===== src/hw/rtl/nibble_complement_frame_receiver_core_assert.svh =====
// Assertion macros for the nibble-complement frame receiver.
// Expects clk and rst_n in the scope where a macro is used.
`ifndef NIBBLE_COMPLEMENT_FRAME_RECEIVER_CORE_ASSERT_SVH
`define NIBBLE_COMPLEMENT_FRAME_RECEIVER_CORE_ASSERT_SVH

`ifndef SYNTH
// Check a property outside reset.
`define NCFR_ASSERT(label, prop) \
    label: assert property (@(posedge clk) disable iff (!rst_n) prop) \
        else $error("ncfr assertion failed");
// Check a property at every edge, reset included.
`define NCFR_ASSERT_ALWAYS(label, prop) \
    label: assert property (@(posedge clk) prop) \
        else $error("ncfr assertion failed");
`else
`define NCFR_ASSERT(label, prop)
`define NCFR_ASSERT_ALWAYS(label, prop)
`endif

`endif


===== src/hw/rtl/ncfr_pkg.sv =====
// Package for the nibble-complement frame receiver: frame marks,
// frame end codes and field widths. No dependencies.
package ncfr_pkg;

    localparam logic [7:0] START_CHAR     = 8'h53;  // 'S'
    localparam logic [7:0] CLOSE_CHAR     = 8'h43;  // 'C'
    localparam logic [3:0] START_LOW      = 4'h5;
    localparam logic [3:0] CLOSE_HIGH     = 4'h3;
    localparam logic [3:0] NIBBLE_ALL     = 4'hF;
    localparam logic [7:0] FRAME_LEN_RST  = 8'd32;
    localparam logic [7:0] POSITION_RST   = 8'd1;
    localparam logic [7:0] FIRST_DATA_POS = 8'd3;

    typedef enum logic [1:0] {
        FE_NONE     = 2'd0,
        FE_CLOSE    = 2'd1,
        FE_LIMIT    = 2'd2,
        FE_LINE_ERR = 2'd3
    } frame_end_t;

    typedef logic [7:0] byte_t;

endpackage


===== src/hw/rtl/ncfr_if.sv =====
// Channel interfaces of the nibble-complement frame receiver:
// received bytes, decoded results and the frame length write. Uses ncfr_pkg.

interface ncfr_rx_if;
    import ncfr_pkg::*;
    logic  valid;
    logic  ready;
    byte_t rx_byte;
    logic  line_error;
    modport source (output valid, output rx_byte, output line_error, input ready);
    modport sink (input valid, input rx_byte, input line_error, output ready);
endinterface

interface ncfr_res_if;
    import ncfr_pkg::*;
    logic       valid;
    logic       ready;
    logic       data_valid;
    byte_t      data_byte;
    logic       upper_check_error;
    logic       lower_check_error;
    frame_end_t frame_end;
    modport source (output valid, output data_valid, output data_byte,
                    output upper_check_error, output lower_check_error,
                    output frame_end, input ready);
    modport sink (input valid, input data_valid, input data_byte,
                  input upper_check_error, input lower_check_error,
                  input frame_end, output ready);
endinterface

interface ncfr_cfg_if;
    import ncfr_pkg::*;
    logic  valid;
    logic  ready;
    byte_t frame_length;
    modport source (output valid, output frame_length, input ready);
    modport sink (input valid, input frame_length, output ready);
endinterface


===== src/hw/rtl/nibble_complement_frame_receiver_core.sv =====
// Nibble-complement frame receiver core: frame detection and payload decode.
// Depends on ncfr_pkg, the interfaces in ncfr_if.sv and the assertion header.
//
//  channel | modport | payload                                   | role
//  --------+---------+-------------------------------------------+--------------------------
//  rx      | sink    | rx_byte, line_error                       | serial bytes in
//  res     | source  | data_valid, data_byte, upper/lower check  | decoded byte, frame end
//          |         | errors, frame_end                         |
//  cfg     | sink    | frame_length                              | frame length register
//
// Two register stages: an input register takes each transaction, and the frame logic runs on
// it and loads the result register when the input stage advances. One byte per cycle
// sustained while res is taken; res.valid rises when a result enters the result register.
// The input register advances whenever the result register is empty or being taken,
// so a stalled res holds at most the one byte in the input register.
// Reset clears the frame state, the position to 1 and frame_length to 32; cfg is
// always ready and must be written only while the block is idle.
`include "nibble_complement_frame_receiver_core_assert.svh"

module nibble_complement_frame_receiver_core
(
    input logic   clk,
    input logic   rst_n,
    ncfr_rx_if.sink    rx,
    ncfr_res_if.source res,
    ncfr_cfg_if.sink   cfg
);
    import ncfr_pkg::*;

    // Input register stage
    logic  in_valid_reg;
    byte_t in_byte_reg;
    logic  in_err_reg;
    logic  in_adv;

    // Frame state
    logic  saw_start_reg, saw_start_next;
    logic  in_frame_reg, in_frame_next;
    byte_t position_reg, position_next;
    byte_t last_reg, last_next;
    byte_t before_last_reg, before_last_next;
    byte_t frame_len_reg;

    // Result register
    logic       out_valid_reg, out_valid_next;
    logic       dv_reg, dv_next;
    byte_t      db_reg, db_next;
    logic       ue_reg, ue_next;
    logic       le_reg, le_next;
    frame_end_t fe_reg, fe_next;
    logic       produce;

    byte_t pos_inc;
    byte_t limit;
    logic  closing;
    logic  empty_result_ok;

    // Advance the input stage when the result register can take a result.
    assign in_adv   = in_valid_reg && (!out_valid_reg || res.ready);
    assign rx.ready = !in_valid_reg || in_adv;
    assign cfg.ready = 1'b1;

    always_ff @(posedge clk or negedge rst_n)
    begin
        if (!rst_n)
        begin
            in_valid_reg <= 1'b0;
        end
        else if (rx.ready)
        begin
            in_valid_reg <= rx.valid;
        end
    end

    always_ff @(posedge clk)
    begin
        if (rx.valid && rx.ready)
        begin
            in_byte_reg <= rx.rx_byte;
            in_err_reg  <= rx.line_error;
        end
    end

    always_ff @(posedge clk or negedge rst_n)
    begin
        if (!rst_n)
        begin
            frame_len_reg <= FRAME_LEN_RST;
        end
        else if (cfg.valid && cfg.ready)
        begin
            frame_len_reg <= cfg.frame_length;
        end
    end

    assign pos_inc = position_reg + 8'd1;
    assign limit   = frame_len_reg - 8'd1;
    assign closing = (in_byte_reg == CLOSE_CHAR) && (last_reg[7:4] == CLOSE_HIGH);

    // Frame logic: one byte from the input register into the result register.
    always_comb
    begin
        saw_start_next   = saw_start_reg;
        in_frame_next    = in_frame_reg;
        position_next    = position_reg;
        last_next        = last_reg;
        before_last_next = before_last_reg;
        dv_next          = 1'b0;
        db_next          = '0;
        ue_next          = 1'b0;
        le_next          = 1'b0;
        fe_next          = FE_NONE;
        produce          = 1'b0;

        if (in_err_reg)
        begin
            // Drop the byte, keep the history, close any frame.
            saw_start_next = 1'b0;
            in_frame_next  = 1'b0;
            position_next  = POSITION_RST;
            fe_next        = FE_LINE_ERR;
            produce        = 1'b1;
        end
        else if (!in_frame_reg)
        begin
            if (saw_start_reg)
            begin
                if (in_byte_reg[3:0] == START_LOW)
                begin
                    in_frame_next = 1'b1;
                    position_next = POSITION_RST;
                end
                saw_start_next = 1'b0;
            end
            else if (in_byte_reg == START_CHAR)
            begin
                saw_start_next = 1'b1;
            end
            before_last_next = last_reg;
            last_next        = in_byte_reg;
        end
        else
        begin
            position_next = pos_inc;
            // Odd position from the third on closes a pair: decode it.
            if (pos_inc[0] && (pos_inc >= FIRST_DATA_POS))
            begin
                dv_next = 1'b1;
                db_next = {before_last_reg[7:4], last_reg[7:4]};
                ue_next = ((before_last_reg[7:4] | last_reg[3:0]) != NIBBLE_ALL);
                le_next = ((last_reg[7:4] | in_byte_reg[3:0]) != NIBBLE_ALL);
            end
            if (closing)
            begin
                position_next = POSITION_RST;
                in_frame_next = 1'b0;
                fe_next       = FE_CLOSE;
            end
            else if (pos_inc == limit)
            begin
                position_next = POSITION_RST;
                in_frame_next = 1'b0;
                fe_next       = FE_LIMIT;
            end
            before_last_next = last_reg;
            last_next        = in_byte_reg;
            produce          = dv_next || (fe_next != FE_NONE);
        end
    end

    always_comb
    begin
        out_valid_next = out_valid_reg && !res.ready;
        if (in_adv && produce)
        begin
            out_valid_next = 1'b1;
        end
    end

    always_ff @(posedge clk or negedge rst_n)
    begin
        if (!rst_n)
        begin
            saw_start_reg   <= 1'b0;
            in_frame_reg    <= 1'b0;
            position_reg    <= POSITION_RST;
            last_reg        <= '0;
            before_last_reg <= '0;
            out_valid_reg   <= 1'b0;
        end
        else
        begin
            out_valid_reg <= out_valid_next;
            if (in_adv)
            begin
                saw_start_reg   <= saw_start_next;
                in_frame_reg    <= in_frame_next;
                position_reg    <= position_next;
                last_reg        <= last_next;
                before_last_reg <= before_last_next;
            end
        end
    end

    // Hold the result payload until a new result replaces it.
    always_ff @(posedge clk)
    begin
        if (in_adv && produce)
        begin
            dv_reg <= dv_next;
            db_reg <= db_next;
            ue_reg <= ue_next;
            le_reg <= le_next;
            fe_reg <= fe_next;
        end
    end

    assign res.valid             = out_valid_reg;
    assign res.data_valid        = dv_reg;
    assign res.data_byte         = db_reg;
    assign res.upper_check_error = ue_reg;
    assign res.lower_check_error = le_reg;
    assign res.frame_end         = fe_reg;

    // A result without data must carry a frame end and zeroed data fields.
    assign empty_result_ok = (fe_reg != FE_NONE) && (db_reg == 8'd0) && !ue_reg && !le_reg;

    `NCFR_ASSERT_ALWAYS(a_start_xor_frame, !(saw_start_reg && in_frame_reg))
    `NCFR_ASSERT(a_frame_opens_at_one, $rose(in_frame_reg) |-> (position_reg == POSITION_RST))
    `NCFR_ASSERT(a_result_from_input, $rose(out_valid_reg) |-> $past(in_valid_reg))
    `NCFR_ASSERT(a_empty_result_ends_frame, (out_valid_reg && !dv_reg) |-> empty_result_ok)
    `NCFR_ASSERT(a_line_error_no_data, (out_valid_reg && fe_reg == FE_LINE_ERR) |-> !dv_reg)

endmodule

===== src/flat_wrapper.sv =====
// flat-port wrapper written by rule: the top's interface ports become plain ports
module nibble_complement_frame_receiver_core_flat import ncfr_pkg::*;
  (clk, rst_n, rx_valid, rx_rx_byte, rx_line_error, rx_ready, res_valid, res_data_valid, res_data_byte, res_upper_check_error, res_lower_check_error, res_frame_end, res_ready, cfg_valid, cfg_frame_length, cfg_ready);
  ncfr_rx_if rx_i ();
  ncfr_res_if res_i ();
  ncfr_cfg_if cfg_i ();
  input logic clk;
  input logic rst_n;
  input wire logic [$bits(rx_i.valid)-1:0] rx_valid;
  input wire logic [$bits(rx_i.rx_byte)-1:0] rx_rx_byte;
  input wire logic [$bits(rx_i.line_error)-1:0] rx_line_error;
  output wire logic [$bits(rx_i.ready)-1:0] rx_ready;
  output wire logic [$bits(res_i.valid)-1:0] res_valid;
  output wire logic [$bits(res_i.data_valid)-1:0] res_data_valid;
  output wire logic [$bits(res_i.data_byte)-1:0] res_data_byte;
  output wire logic [$bits(res_i.upper_check_error)-1:0] res_upper_check_error;
  output wire logic [$bits(res_i.lower_check_error)-1:0] res_lower_check_error;
  output wire logic [$bits(res_i.frame_end)-1:0] res_frame_end;
  input wire logic [$bits(res_i.ready)-1:0] res_ready;
  input wire logic [$bits(cfg_i.valid)-1:0] cfg_valid;
  input wire logic [$bits(cfg_i.frame_length)-1:0] cfg_frame_length;
  output wire logic [$bits(cfg_i.ready)-1:0] cfg_ready;
  assign rx_i.valid = rx_valid;
  assign rx_i.rx_byte = rx_rx_byte;
  assign rx_i.line_error = rx_line_error;
  assign rx_ready = rx_i.ready;
  assign res_valid = res_i.valid;
  assign res_data_valid = res_i.data_valid;
  assign res_data_byte = res_i.data_byte;
  assign res_upper_check_error = res_i.upper_check_error;
  assign res_lower_check_error = res_i.lower_check_error;
  assign res_frame_end = res_i.frame_end;
  assign res_i.ready = res_ready;
  assign cfg_i.valid = cfg_valid;
  assign cfg_i.frame_length = cfg_frame_length;
  assign cfg_ready = cfg_i.ready;
  nibble_complement_frame_receiver_core u_core (.clk(clk), .rst_n(rst_n), .rx(rx_i), .res(res_i), .cfg(cfg_i));
endmodule

===== config.mk =====
export PLATFORM = sky130hd
export DESIGN_NAME = nibble_complement_frame_receiver_core_flat
export DESIGN_NICKNAME = d
export VERILOG_FILES = /design/src/hw/rtl/ncfr_pkg.sv /design/src/hw/rtl/ncfr_if.sv /design/src/hw/rtl/nibble_complement_frame_receiver_core.sv /design/src/flat_wrapper.sv
export VERILOG_INCLUDE_DIRS = /design/src /design/src/hw/rtl
export SDC_FILE = /design/constraint.sdc
export NUM_CORES = 1
export LEC_CHECK = 0
export BUFFER_PORTS_ARGS = -buffer_cell sky130_fd_sc_hd__buf_2
export CORE_MARGIN = 2
export CORE_UTILIZATION = 25
export CTS_CLUSTER_DIAMETER = 30
export DETAILED_ROUTE_END_ITERATION = 6
export PLACE_DENSITY = 0.45
export SLEW_MARGIN = 10
export SYNTH_ARGS = -nofsm -noshare
export SYNTH_HDL_FRONTEND = slang
export SYNTH_SLANG_ARGS = --single-unit
export TNS_END_PERCENT = 30

===== constraint.sdc =====
create_clock -name clk -period 3 [get_ports clk]
set_input_delay 0.3 -clock clk [delete_from_list [all_inputs] [get_ports clk]]
set_output_delay 0.3 -clock clk [all_outputs]
set_load 0.005 [all_outputs]

**Yosys cells after proc, flatten, opt, wreduce, memory -nomap -nowiden**

Index checks and enable logic that the tools add are counted.
Widths: inputs -> output; s select.

- Register bits after elaboration: 58
- Input bits: 22
- Word-level logic and storage cells: 78

- $add $sub $neg: 2
- Magnitude comparators: 1
- Equal/unequal tests: 8
- Multiplexer cells: 27
- Bitwise operators: 5
- Reduce and logical (&&, ||, !) cells: 20

Operators by type and width:

| cell | count |
|---|---|
| $mux 8 | 6 |
| $eq 8x7->1 const B | 2 |
| $mux 1 | 16 |
| $mux 2 | 5 |
| $add 8x1->8 const B | 1 |
| $eq 8x8->1 | 1 |
| $ge 8x2->1 const B | 1 |
| $ne 4x4->1 const B | 2 |
| $or 4x4->4 | 2 |
| $sub 8x1->8 const B | 1 |
| $logic_and 1x1->1 | 6 |
| $reduce_bool 3->1 | 2 |
| $eq 4x2->1 const B | 1 |
| $eq 4x3->1 const B | 1 |
| $reduce_and 2->1 | 2 |
| $logic_not 1->1 | 3 |
| $logic_or 1x1->1 | 3 |
| $not 1->1 | 3 |
| $reduce_and 3->1 | 1 |
| $reduce_or 3->1 | 1 |
| $ne 2x1->1 const B | 1 |
| $reduce_bool 2->1 | 1 |
| $reduce_or 2->1 | 1 |

**Logic depth before layout (Yosys ltp)**

- Depth in word-level cells: 12
- Gate-level depth with buffers: 9

**Worst setup path before layout**

No wires, ideal clock.

- Kind: register to register
- Start: register u_core.frame_len_reg[2]
- End: register u_core.db_reg[0] (netlist: u_core.res.data_byte[0]), enable pin
- Setup time: 387 ps
- Arrival time: 2638 ps
- Required time: 2613 ps
- Path slack: -25 ps
- Cell stages (with the launch flop): 8
- Path buffers: 0
- Period minus slack after synthesis: 3025 ps
- Cell sequence: dfrtp_1 or4_4 or4_1 o211ai_1 nand4_2 nor2_2 o21ai_0 a21oi_1

- Word-level cells in the longest chain between the ends: 11

Ends and longest elaborated chain:

| what | RTL line | source |
|---|---|---|
| start, declared | nibble_complement_frame_receiver_core.sv:42 | `byte_t frame_len_reg;` |
| start signal, assigned | nibble_complement_frame_receiver_core.sv:92 | `frame_len_reg <= cfg.frame_length;` |
| $sub 8x1->8 | nibble_complement_frame_receiver_core.sv:97 | `assign limit = frame_len_reg - 8'd1;` |
| $eq 8x8->1 | nibble_complement_frame_receiver_core.sv:159 | `else if (pos_inc == limit)` |
| $mux 2 | nibble_complement_frame_receiver_core.sv:159 |  |
| $mux 2 | nibble_complement_frame_receiver_core.sv:153 | `if (closing)` |
| $mux 2 | nibble_complement_frame_receiver_core.sv:124 | `else if (!in_frame_reg)` |
| $mux 2 | nibble_complement_frame_receiver_core.sv:115 | `if (in_err_reg)` |
| $reduce_bool 2->1 | nibble_complement_frame_receiver_core.sv:167 | `produce = dv_next \|\| (fe_next != FE_NONE);` |
| $logic_or 1x1->1 | nibble_complement_frame_receiver_core.sv:167 |  |
| $mux 1 | nibble_complement_frame_receiver_core.sv:124 |  |
| $mux 1 | nibble_complement_frame_receiver_core.sv:115 |  |
| $logic_and 1x1->1 | nibble_complement_frame_receiver_core.sv:208 | `if (in_adv && produce)` |
| end signal, assigned | nibble_complement_frame_receiver_core.sv:211 | `db_reg <= db_next;` |
| end, declared | nibble_complement_frame_receiver_core.sv:47 | `byte_t db_reg, db_next;` |

No other way between the ends. The select of a mux whose other input is x is not followed.
A chain may end at the register's enable or synchronous reset.

**Worst setup path after layout**

- Start: register u_core.frame_len_reg[2]
- End: register u_core.fe_reg[1] (netlist: u_core.res.frame_end[1]), enable pin

- Word-level cells in the longest chain between the ends: 11

Ends and longest elaborated chain:

| what | RTL line | source |
|---|---|---|
| $sub 8x1->8 | nibble_complement_frame_receiver_core.sv:97 |  |
| $eq 8x8->1 | nibble_complement_frame_receiver_core.sv:159 |  |
| $mux 2 | nibble_complement_frame_receiver_core.sv:159 |  |
| $mux 2 | nibble_complement_frame_receiver_core.sv:153 |  |
| $mux 2 | nibble_complement_frame_receiver_core.sv:124 |  |
| $mux 2 | nibble_complement_frame_receiver_core.sv:115 |  |
| $reduce_bool 2->1 | nibble_complement_frame_receiver_core.sv:167 |  |
| $logic_or 1x1->1 | nibble_complement_frame_receiver_core.sv:167 |  |
| $mux 1 | nibble_complement_frame_receiver_core.sv:124 |  |
| $mux 1 | nibble_complement_frame_receiver_core.sv:115 |  |
| $logic_and 1x1->1 | nibble_complement_frame_receiver_core.sv:208 |  |
| end signal, assigned | nibble_complement_frame_receiver_core.sv:214 | `fe_reg <= fe_next;` |
| end, declared | nibble_complement_frame_receiver_core.sv:50 | `frame_end_t fe_reg, fe_next;` |

No other way between the ends. The select of a mux whose other input is x is not followed.

==> reports/results.ini <==
[critical_path]
cp-end-kind = flip-flop
worstSetupPathType = flip-flop to flip-flop
reg2reg_depth = 8
critPathLaunchType = flip-flop
cp-startpoint = u_core.frame_len_reg[2]
timing.rr.start = u_core.frame_len_reg[2]
worstPathArrival_ns = 2.77
required_ns = 3.06
endpoint = u_core.res.frame_end[1]
cp_max_fo = 13
r2r_end = u_core.res.frame_end[1]
r2r_setup_slack_ns = 0.29

[yosys]
synth.avg_cell_area_um2 = 11.8
ys_seq_elements = 54
synth_top_area_share_pct = 29.1
syn_nets = 244
synth_warnings = 0
yosys.area.top_type = dfrtp_1
ys_top_cells_by_area = dfrtp_1 29%, edfxtp_1 26%, mux2_2 8.3%
synthCells = 219
synth.distinct_cells = 52
synth_flop_cell = dfrtp_1
synth_common_cells = 30 x dfrtp_1, 22 x edfxtp_1, 19 x mux2_2, 14 x nand2_1, 12 x o21ai_0
seq_area_frac_synth_pct = 56.7
synthesis.area_um2 = 2580
async_reset_ff_share_pct = 59.3
yosysMostFrequentCell = dfrtp_1
synth-edff-count = 22

[sta]
slew_viol_final = 0
min_period_ns = 2.71
grt_setup_unrepaired = false
finalSetupViolCount = 0
tns_ns = 0
worst_slew_pin_slew_ns = 0.732
fin_worst_skew_ns = 0.00767
final_hold_viol_count = 0
relSlewSlack_pct = 51.2
fin_crit_sh_pct = 90.3
max_freq_ghz = 0.369

[global_routing]
grt_usage_pct = 10.2
grt-ovfl-total = 0
antenna_found_initial = 0
grt_max_degree = 33
grt_pass1_wl_um = 9240
grt_pass1_vias = 1792

[cts]
cts-buffers-inserted = 5
cts_max_level = 2
insertion_delay_ns = 0.31
cts_sinks = 54
clkTransAtPathRegs_ns = 0.10
clk_path_buf_depth = 2
cts_tree = built
cts-root-buf = clkbuf_8
holdBufCountCts = 0

[detailed_routing]
wl_per_cell_um = 13.1
routed_wirelength_um = 5200
drt_iter0_drc = 34
route.detailed.drc = 0
via_count = 1754
first_pass_iters = 4
antenna_left = 0
via_per_inst = 4.42

[final_layout]
drive_gt1_share_pct = 30.3
num_antenna_cells = 0
area_delta_synth_final_pct = 18.7
nets = 285

[floorplanning]
initial_core_util_pct = 25.4
die_area_um2 = 11200
die_w_um = 106
row_count = 37
core_area_um2 = 10200
io_pins = 38
die_h_um = 106

[worst_hold_path]
min_path_type = primary input to asynchronous set/reset pin

[run]
maxCapViolations = 0

[placed_design]
io_buffers = 36
globalplace.congestion = 0.750
post-dp-hpwl_um = 3840

[pwr]
power_mw = 1.91
p_leak_nw = 1.20
peakVddDrop_mv = 0.251
power_density_nw_per_um2 = 624

[outcome]
status = finished clean

-- worst min path at each step --
| stage | startpoint | endpoint | slack, ns | depth (start not counted) |
|---|---|---|---|---|
| final | rst_n | u_core.frame_len_reg[4] | 0.04 | 1 |
| after detailed placement | rst_n | u_core.frame_len_reg[1] | 0.42 | 1 |
| after CTS | rst_n | u_core.frame_len_reg[1] | 0.08 | 1 |
| after floorplan | rst_n | u_core.before_last_reg[4] | 0.004 | 0 |
| after global routing | rst_n | u_core.frame_len_reg[4] | 0.09 | 1 |
| after global placement | rst_n | u_core.frame_len_reg[4] | 0.43 | 1 |
-- metal layers --
metal | track usage (%) | vias to the layer above | routed length (um)
met5 | 0 | - | 0
li1 | - | 876 | -
met1 | 15.1 | 842 | 2740
met3 | 1.86 | 4 | 130
met4 | 2.82 | 0 | 61
met2 | 15.1 | 32 | 2270
-- cells in the final DEF, fill, tap and decap left out, drive strengths merged, types with 2 or more instances in the layout --
cell | netlist | final
o22ai | 4 | 4
and2 | 11 | 11
ha | 3 | 3
nor3 | 7 | 7
mux2 | 19 | 19
clkbuf | 6 | 5
nand2b | 5 | 5
or4 | 2 | 2
inv | 7 | 8
o21a | 4 | 4
o21bai | 2 | 2
nand4 | 4 | 4
nand2 | 14 | 14
a211o | 2 | 2
nor2b | 2 | 2
dfrtp | 30 | 30
buf | 3 | 43
or3 | 4 | 4
o211ai | 2 | 2
xor2 | 4 | 4
xnor2 | 7 | 7
dfstp | 2 | 2
nor4 | 3 | 3
a21oi | 6 | 6
o21ai | 14 | 14
edfxtp | 22 | 22
nand3 | 4 | 4
nor2 | 9 | 9
-- layout make-up --
type | instances | area, um2
clock inverter | 3 | 42.5
multi-input combinational | 149 | 1060
fill | 1073 | 7120
clock buffer | 5 | 68.8
tap | 136 | 170
sequential | 54 | 1460
inverter | 7 | 26.3
timing repair buffer | 43 | 233
-- cell families (layout without fill, tap and decap cells) --
family,count (synthesis),in the layout,share of synthesized area (%)
buf+inv,16,58,2.57
flops,54,54,56.7
compound gates,45,45,11.5
xor+xnor,11,11,3.73
simple gates,70,70,15.6
other cells,1,1,0.145
fa+ha+maj,3,3,1.45
mux,19,19,8.29
-- per-stage QoR --
| stage | area, um2 | instances | setup WS (ns) | hold WS (ns) | utilization, % |
|---|---|---|---|---|---|
| floorplan | 2590 | 219 | 0.199 | 0.00441 | - |
| global placement | 2940 | 388 | 0.256 | 0.431 | 28.9 |
| detailed placement | 2940 | 388 | 0.247 | 0.416 | 28.9 |
| CTS | 3050 | 396 | 0.230 | 0.0783 | 30.0 |
| global route | 3070 | 397 | 0.00658 | 0.0924 | 30.1 |
| finish | 3070 | 397 | 0.290 | 0.0432 | 30.1 |
-- timing repair --
item                                   CTS  global route
resized for setup                        0             1
setup endpoints to repair                0            14
endpoints found under the hold margin    0             0
buffers inserted                         0             1
-- power breakdown --
| group | internal [mW] | total, mW | switching (mW) |
|---|---|---|---|
| Sequential | 0.887 | 0.995 | 0.107 |
| Combinational | 0.209 | 0.428 | 0.219 |
| Clock | 0.249 | 0.491 | 0.242 |
| Total | 1.35 | 1.91 | 0.568 |
-- critical path: stages (launching register included) --
cell and delay (ns):
dfrtp_1 0.44, or4_4 0.56, or4_1 0.44, a211o_1 0.32
nand4_2 0.13, nor2_2 0.07, o21ai_0 0.22, a21oi_2 0.07
buf_4 0.20
No activity file was read; power rests on OpenSTA's default activity.
